**src/hw/rtl/knc_pkg.sv**
```systemverilog
// Shared types, constants and codes of the k-nearest candidate list.
package knc_pkg;

  // Fixed field widths of the item and result beats
  localparam int unsigned QID_W     = 16;
  localparam int unsigned CID_W     = 16;
  localparam int unsigned CDIST_W   = 32;
  localparam int unsigned RANK_W    = 6;
  localparam int unsigned K_W       = 7;
  localparam logic [K_W-1:0] K_RESET = 7'd8;

  // Defaults of the top level parameters
  localparam int unsigned MAX_NEIGHBOURS_DEF = 64;
  localparam int unsigned ID_WIDTH_DEF       = 16;
  localparam int unsigned DIST_WIDTH_DEF     = 32;

  // Input beat
  typedef struct packed {
    logic               new_query;
    logic [QID_W-1:0]   query_id;
    logic               has_candidate;
    logic [CID_W-1:0]   candidate_id;
    logic [CDIST_W-1:0] candidate_sq_distance;
    logic               finish;
  } item_t;

  // Result beat
  typedef struct packed {
    logic [QID_W-1:0]   out_query_id;
    logic [RANK_W-1:0]  rank;
    logic [CID_W-1:0]   neighbour_id;
    logic [CDIST_W-1:0] neighbour_sq_distance;
    logic [CDIST_W-1:0] search_radius;
    logic               list_empty;
    logic               last_entry;
  } result_t;

  // Controller states
  typedef enum logic {
    ST_IDLE,
    ST_READ
  } state_e;

  // Commands from controller to datapath
  typedef struct packed {
    logic load;    // take the accepted item: clear and/or insert
    logic rotate;  // rotate the cell row one place toward cell 0
  } cmd_t;

  // Readout control from controller
  typedef struct packed {
    logic              valid;
    logic              last;
    logic              empty;
    logic [RANK_W-1:0] rank;
  } rd_ctl_t;

endpackage

```
**src/hw/rtl/knc_ctrl.sv**
```systemverilog
// Controller state machine: item acceptance and readout sequencing.
module knc_ctrl #(
  parameter int unsigned MAX_NEIGHBOURS = knc_pkg::MAX_NEIGHBOURS_DEF,
  localparam int unsigned CW = $clog2(MAX_NEIGHBOURS + 1),
  localparam int unsigned JW = (MAX_NEIGHBOURS > 1) ? $clog2(MAX_NEIGHBOURS) : 1
) (
  input  logic                 clk_i,
  input  logic                 rst_ni,
  input  logic                 start_i,
  input  logic                 finish_i,
  input  logic [CW-1:0]        cnt_i,
  output logic                 busy_o,
  output knc_pkg::cmd_t        cmd_o,
  output knc_pkg::rd_ctl_t     rd_o
);
  import knc_pkg::*;

  state_e        state_q, state_d;
  logic [JW-1:0] step_q, step_d;
  logic [CW:0]   pos_sum;

  // State and step counter
  always_ff @(posedge clk_i or negedge rst_ni) begin
    if (!rst_ni) begin
      state_q <= ST_IDLE;
      step_q  <= '0;
    end else begin
      state_q <= state_d;
      step_q  <= step_d;
    end
  end

  // Step plus held count: the row head holds rank (sum - MAX) once sum reaches MAX
  assign pos_sum = (CW+1)'(step_q) + (CW+1)'(cnt_i);

  // Next state and commands
  always_comb begin
    state_d      = state_q;
    step_d       = step_q;
    cmd_o        = '0;
    rd_o         = '0;
    busy_o       = 1'b0;
    case (state_q)
      ST_IDLE: begin
        if (start_i) begin
          cmd_o.load = 1'b1;
          step_d     = '0;
          if (finish_i) begin
            state_d = ST_READ;
          end
        end
      end
      ST_READ: begin
        busy_o = 1'b1;
        if (cnt_i == '0) begin
          // Empty list: one beat, then done
          rd_o.valid = 1'b1;
          rd_o.last  = 1'b1;
          rd_o.empty = 1'b1;
          state_d    = ST_IDLE;
        end else begin
          // Full rotation restores the row; the held ranks pass the head last
          cmd_o.rotate = 1'b1;
          if (pos_sum >= (CW+1)'(MAX_NEIGHBOURS)) begin
            rd_o.valid = 1'b1;
            rd_o.rank  = RANK_W'(pos_sum - (CW+1)'(MAX_NEIGHBOURS));
          end
          if (step_q == JW'(MAX_NEIGHBOURS - 1)) begin
            rd_o.last = 1'b1;
            step_d    = '0;
            state_d   = ST_IDLE;
          end else begin
            step_d = step_q + JW'(1);
          end
        end
      end
      default: begin
        state_d = ST_IDLE;
      end
    endcase
  end

  // Beats only come out of a readout
  a_beat_in_read: assert property (@(posedge clk_i) disable iff (!rst_ni)
    rd_o.valid |-> state_q == ST_READ)
    else $error("result beat outside readout");

  // Final beat ends the readout
  a_last_to_idle: assert property (@(posedge clk_i) disable iff (!rst_ni)
    rd_o.valid && rd_o.last |=> state_q == ST_IDLE)
    else $error("readout continues after final beat");

  // Ranks follow one another without gaps
  a_rank_step: assert property (@(posedge clk_i) disable iff (!rst_ni)
    rd_o.valid && !rd_o.last |=> rd_o.valid && rd_o.rank == RANK_W'($past(rd_o.rank) + 1'b1))
    else $error("rank sequence broken");

  // Row never loads and rotates together
  a_cmd_excl: assert property (@(posedge clk_i) disable iff (!rst_ni)
    !(cmd_o.load && cmd_o.rotate))
    else $error("load and rotate at once");

endmodule

```
**config.mk**
```make
export PLATFORM = sky130hd
export DESIGN_NAME = knc_ctrl
export DESIGN_NICKNAME = d
export VERILOG_FILES = /design/src/hw/rtl/knc_pkg.sv /design/src/hw/rtl/knc_ctrl.sv
export SDC_FILE = /design/constraint.sdc
export NUM_CORES = 1
export LEC_CHECK = 0
export ABC_AREA = 1
export BUFFER_PORTS_ARGS = -buffer_cell sky130_fd_sc_hd__buf_4
export CAP_MARGIN = 20
export CORE_AREA = 2 2 41 43
export CTS_BUF_LIST = sky130_fd_sc_hd__clkbuf_8
export CTS_CLUSTER_DIAMETER = 150
export DETAILED_ROUTE_END_ITERATION = 8
export DIE_AREA = 0 0 43 45
export GPL_TIMING_DRIVEN = 0
export PLACE_DENSITY = 0.84
export SLEW_MARGIN = 20
export SYNTH_ARGS = -nofsm -noshare
export SYNTH_HDL_FRONTEND = slang
export SYNTH_SLANG_ARGS = --single-unit
```
**constraint.sdc**
```tcl
create_clock -name clk_i -period 5.3 [get_ports clk_i]
set_input_delay 1.06 -clock clk_i [delete_from_list [all_inputs] [get_ports clk_i]]
set_output_delay 1.06 -clock clk_i [all_outputs]
set_load 0.1 [all_outputs]
```
==> summary.txt <==
Clock network
  • CTS Sinks: 7
  • # hold bufs at CTS: 0
  • Clk_lat worst skew: 220 ps
  • Post-cts sizing count: 0
  • H-tree depth: 1
  • # Post-CTS Setup Buffers: 0
  • CTS Buffer Depth: 2
  • Clk root buf: clkbuf_8
  • CTS tree: done
  • CTS clk-pin slew, worst paths: 40 ps
  • CTS Buf Count: 3

Synth
  • Avg Cell Area, Syn: 6.69 sq um
  • Post-synthesis register bit count: 7
  • Area leader, netlist: dfrtp_1
  • Distinct cell type count after synthesis: 24
  • Gate Count Post-Synth: 122
  • Area share of the leading cell type in the synthesized netlist: 0.215
  • Yosys warnings: 0
  • Net count after synthesis: 141
  • Largest cells by area after synthesis: dfrtp_1 (21%), nand2_1 (16%), ha_1 (11%)
  • Synthesized area: 816 sq um
  • Sequential area share after synthesis: 0.215

Worst setup path
  • Slack of the worst reg-to-reg path: 3900 ps
  • Worst EP arrival: 2730 ps
  • Top Family by Delay on Critical Path: simple AND/OR/NAND/NOR gates
  • Worst path depth: 14
  • Setup crit end kind: output port
  • Kind of critical path: input pin to output port
  • R2R depth: 5
  • Crit Path Max Fanout: 5
  • Biggest cell delay along the critical path: 350 ps
  • Crit path launch type: input pin
  • Reg-to-reg startpoint: step_q[0]
  • Worst path buffer plus inverter count: 4
  • Worst-path cell chain: buf_4 -> ha_1 -> inv_1 -> fa_1 -> inv_1 -> nand2_1 -> nand2_1 -> nand3_1 -> nand2_1 -> nand2_1 -> nand3_4 -> nand2_4 -> nor2_1 -> buf_4
  • Most frequent CP cell: nand2_1
  • CP required: 4240 ps
  • Slowest cell on the critical path: fa_1
  • Crit Reg-Reg Endpoint: step_q[5]

Finish
  • Layout cells sized above 1: 0.264
  • Non-filler cells, final: 164
  • Synth-to-layout area growth: 28.2%
  • Number of diodes: 0
  • Nets: 168
  • Fillers: 131

Route
  • Initial DRC count: 8
  • Wire length on met2: 907 microns
  • DR vias: 783
  • Residual DRC: 0
  • Final ANT Viol Nets: 0
  • Met1 wire length: 741 microns
  • Routed length per instance: 10.2 microns
  • Number of vias per cell: 4.77
  • Routed wl met3: 28 microns
  • Highest metal used: met3
  • Pre-Repair DR Iteration Count: 4
  • Final wirelength: 1680 microns

Timing
  • Tmin final: 3790 ps
  • Setup Skew: 2.55 ps
  • RSZ-0062 raised after global routing: no
  • Hold_ws: 528 ps
  • Setup tns final: 0 ps
  • Final worst slack: 1510 ps
  • Fmax: 264 MHz
  • Final setup vio count: 0
  • Slew margin rel.: 0.814
  • Final hold vios: 0
  • Slew Limit Fails: 0
  • Worst slew pin tran: 282 ps
  • Final period utilization: 0.715

Floorplanning
  • DIE WIDTH: 43 microns
  • Core area: 1470 sq um
  • Starting Density: 0.554
  • FP Rows: 14
  • I/O Pins: 23
  • Die area: 1940 sq um
  • Die H: 45 microns

Place
  • I/O Buffers: 22
  • Routability cong.: 0.817
  • Cells after DPL: 160
  • Detailed placement HPWL: 1470 microns
  • Placement Setup Slack: 1510 ps

Global routing
  • GRT Overall Usage: 0.187
  • Number of global-route vias before repair: 687
  • Largest net degree at the start of global routing: 8
  • Initial antenna violation count: 0
  • Total grt overflow: 0
  • Global-route wire length before repair: 2730 microns

Run
  • Max-cap violations: 0

Run status
  • Outcome: completed

Worst hold path
  • Hold Crit Depth: 1
  • Worst hold path type: register to register
  • WHS Endpoint: step_q[0]
  • Worst hold start: step_q[0]
flip-flops by register name, indices dropped and copies added, names as in the netlist:
register  flops
state_q       1
step_q        6
logic make-up after synthesis:
logic type | share of synthesized area
xor+xnor | 0.0537
simple gates | 0.422
compound gates | 0.0675
flops | 0.215
fa+ha+maj | 0.132
buf+inv | 0.110
layout by cell type (no fill, tap or decap), drive strengths merged, types with 2 or more instances in the layout:
master and count:
xor2 3, ha 7, clkbuf 3, nand2 39
nor2 19, inv 24, nand3 8, dfrtp 7
or2 2, buf 22, o22ai 2, a21oi 3
o21ai 3, xnor2 2
area by class of cell:
cell class	count	area [sq um]	area share
Sequential cell	7	175	0.167
Timing Repair Buffer	22	165	0.158
Clock inverter	1	3.75	0.00359
Clock buffer	3	41.3	0.0395
Multi-Input combinational cell	91	551	0.526
Tap cell	16	20.0	0.0191
Inverter	24	90.1	0.0861
how the worst max path moves through the flow:
stage | from | slack (ps) | to
after floorplan | cnt_i[5] | 710 | rd_o[8]
after global placement | cnt_i[0] | 1540 | rd_o[1]
after detailed placement | cnt_i[0] | 1510 | rd_o[1]
after CTS | cnt_i[0] | 1510 | rd_o[0]
after global routing | cnt_i[0] | 1360 | rd_o[5]
final | cnt_i[0] | 1510 | rd_o[0]
metal layers:
metal  global-route usage  up-vias
li1                     -      429
met4               0.0727        0
met5                    0        -
met1                0.221      343
met3                    0        0
met2                0.364       11
cells in the mapped netlist (all sizes together):
library cell	instances
nor2	19
nand3	8
xor2	3
or2	2
nand4	1
nand2	39
fa	1
inv	23
o21ai	3
a21oi	3
xnor2	2
o22ai	2
clkinv	1
nor3	1
ha	7
dfrtp	7
stage by stage:
| step | utilization | area, sq um |
|---|---|---|
| after floorplan | - | 816 |
| after global placement | 0.680 | 1000 |
| after detailed placement | 0.680 | 1000 |
| after CTS | 0.711 | 1050 |
| after global routing | 0.711 | 1050 |
| final | 0.711 | 1050 |
Power is not shown: default switching activity piles up to over one toggle a cycle in this logic, so the estimate is an artifact.
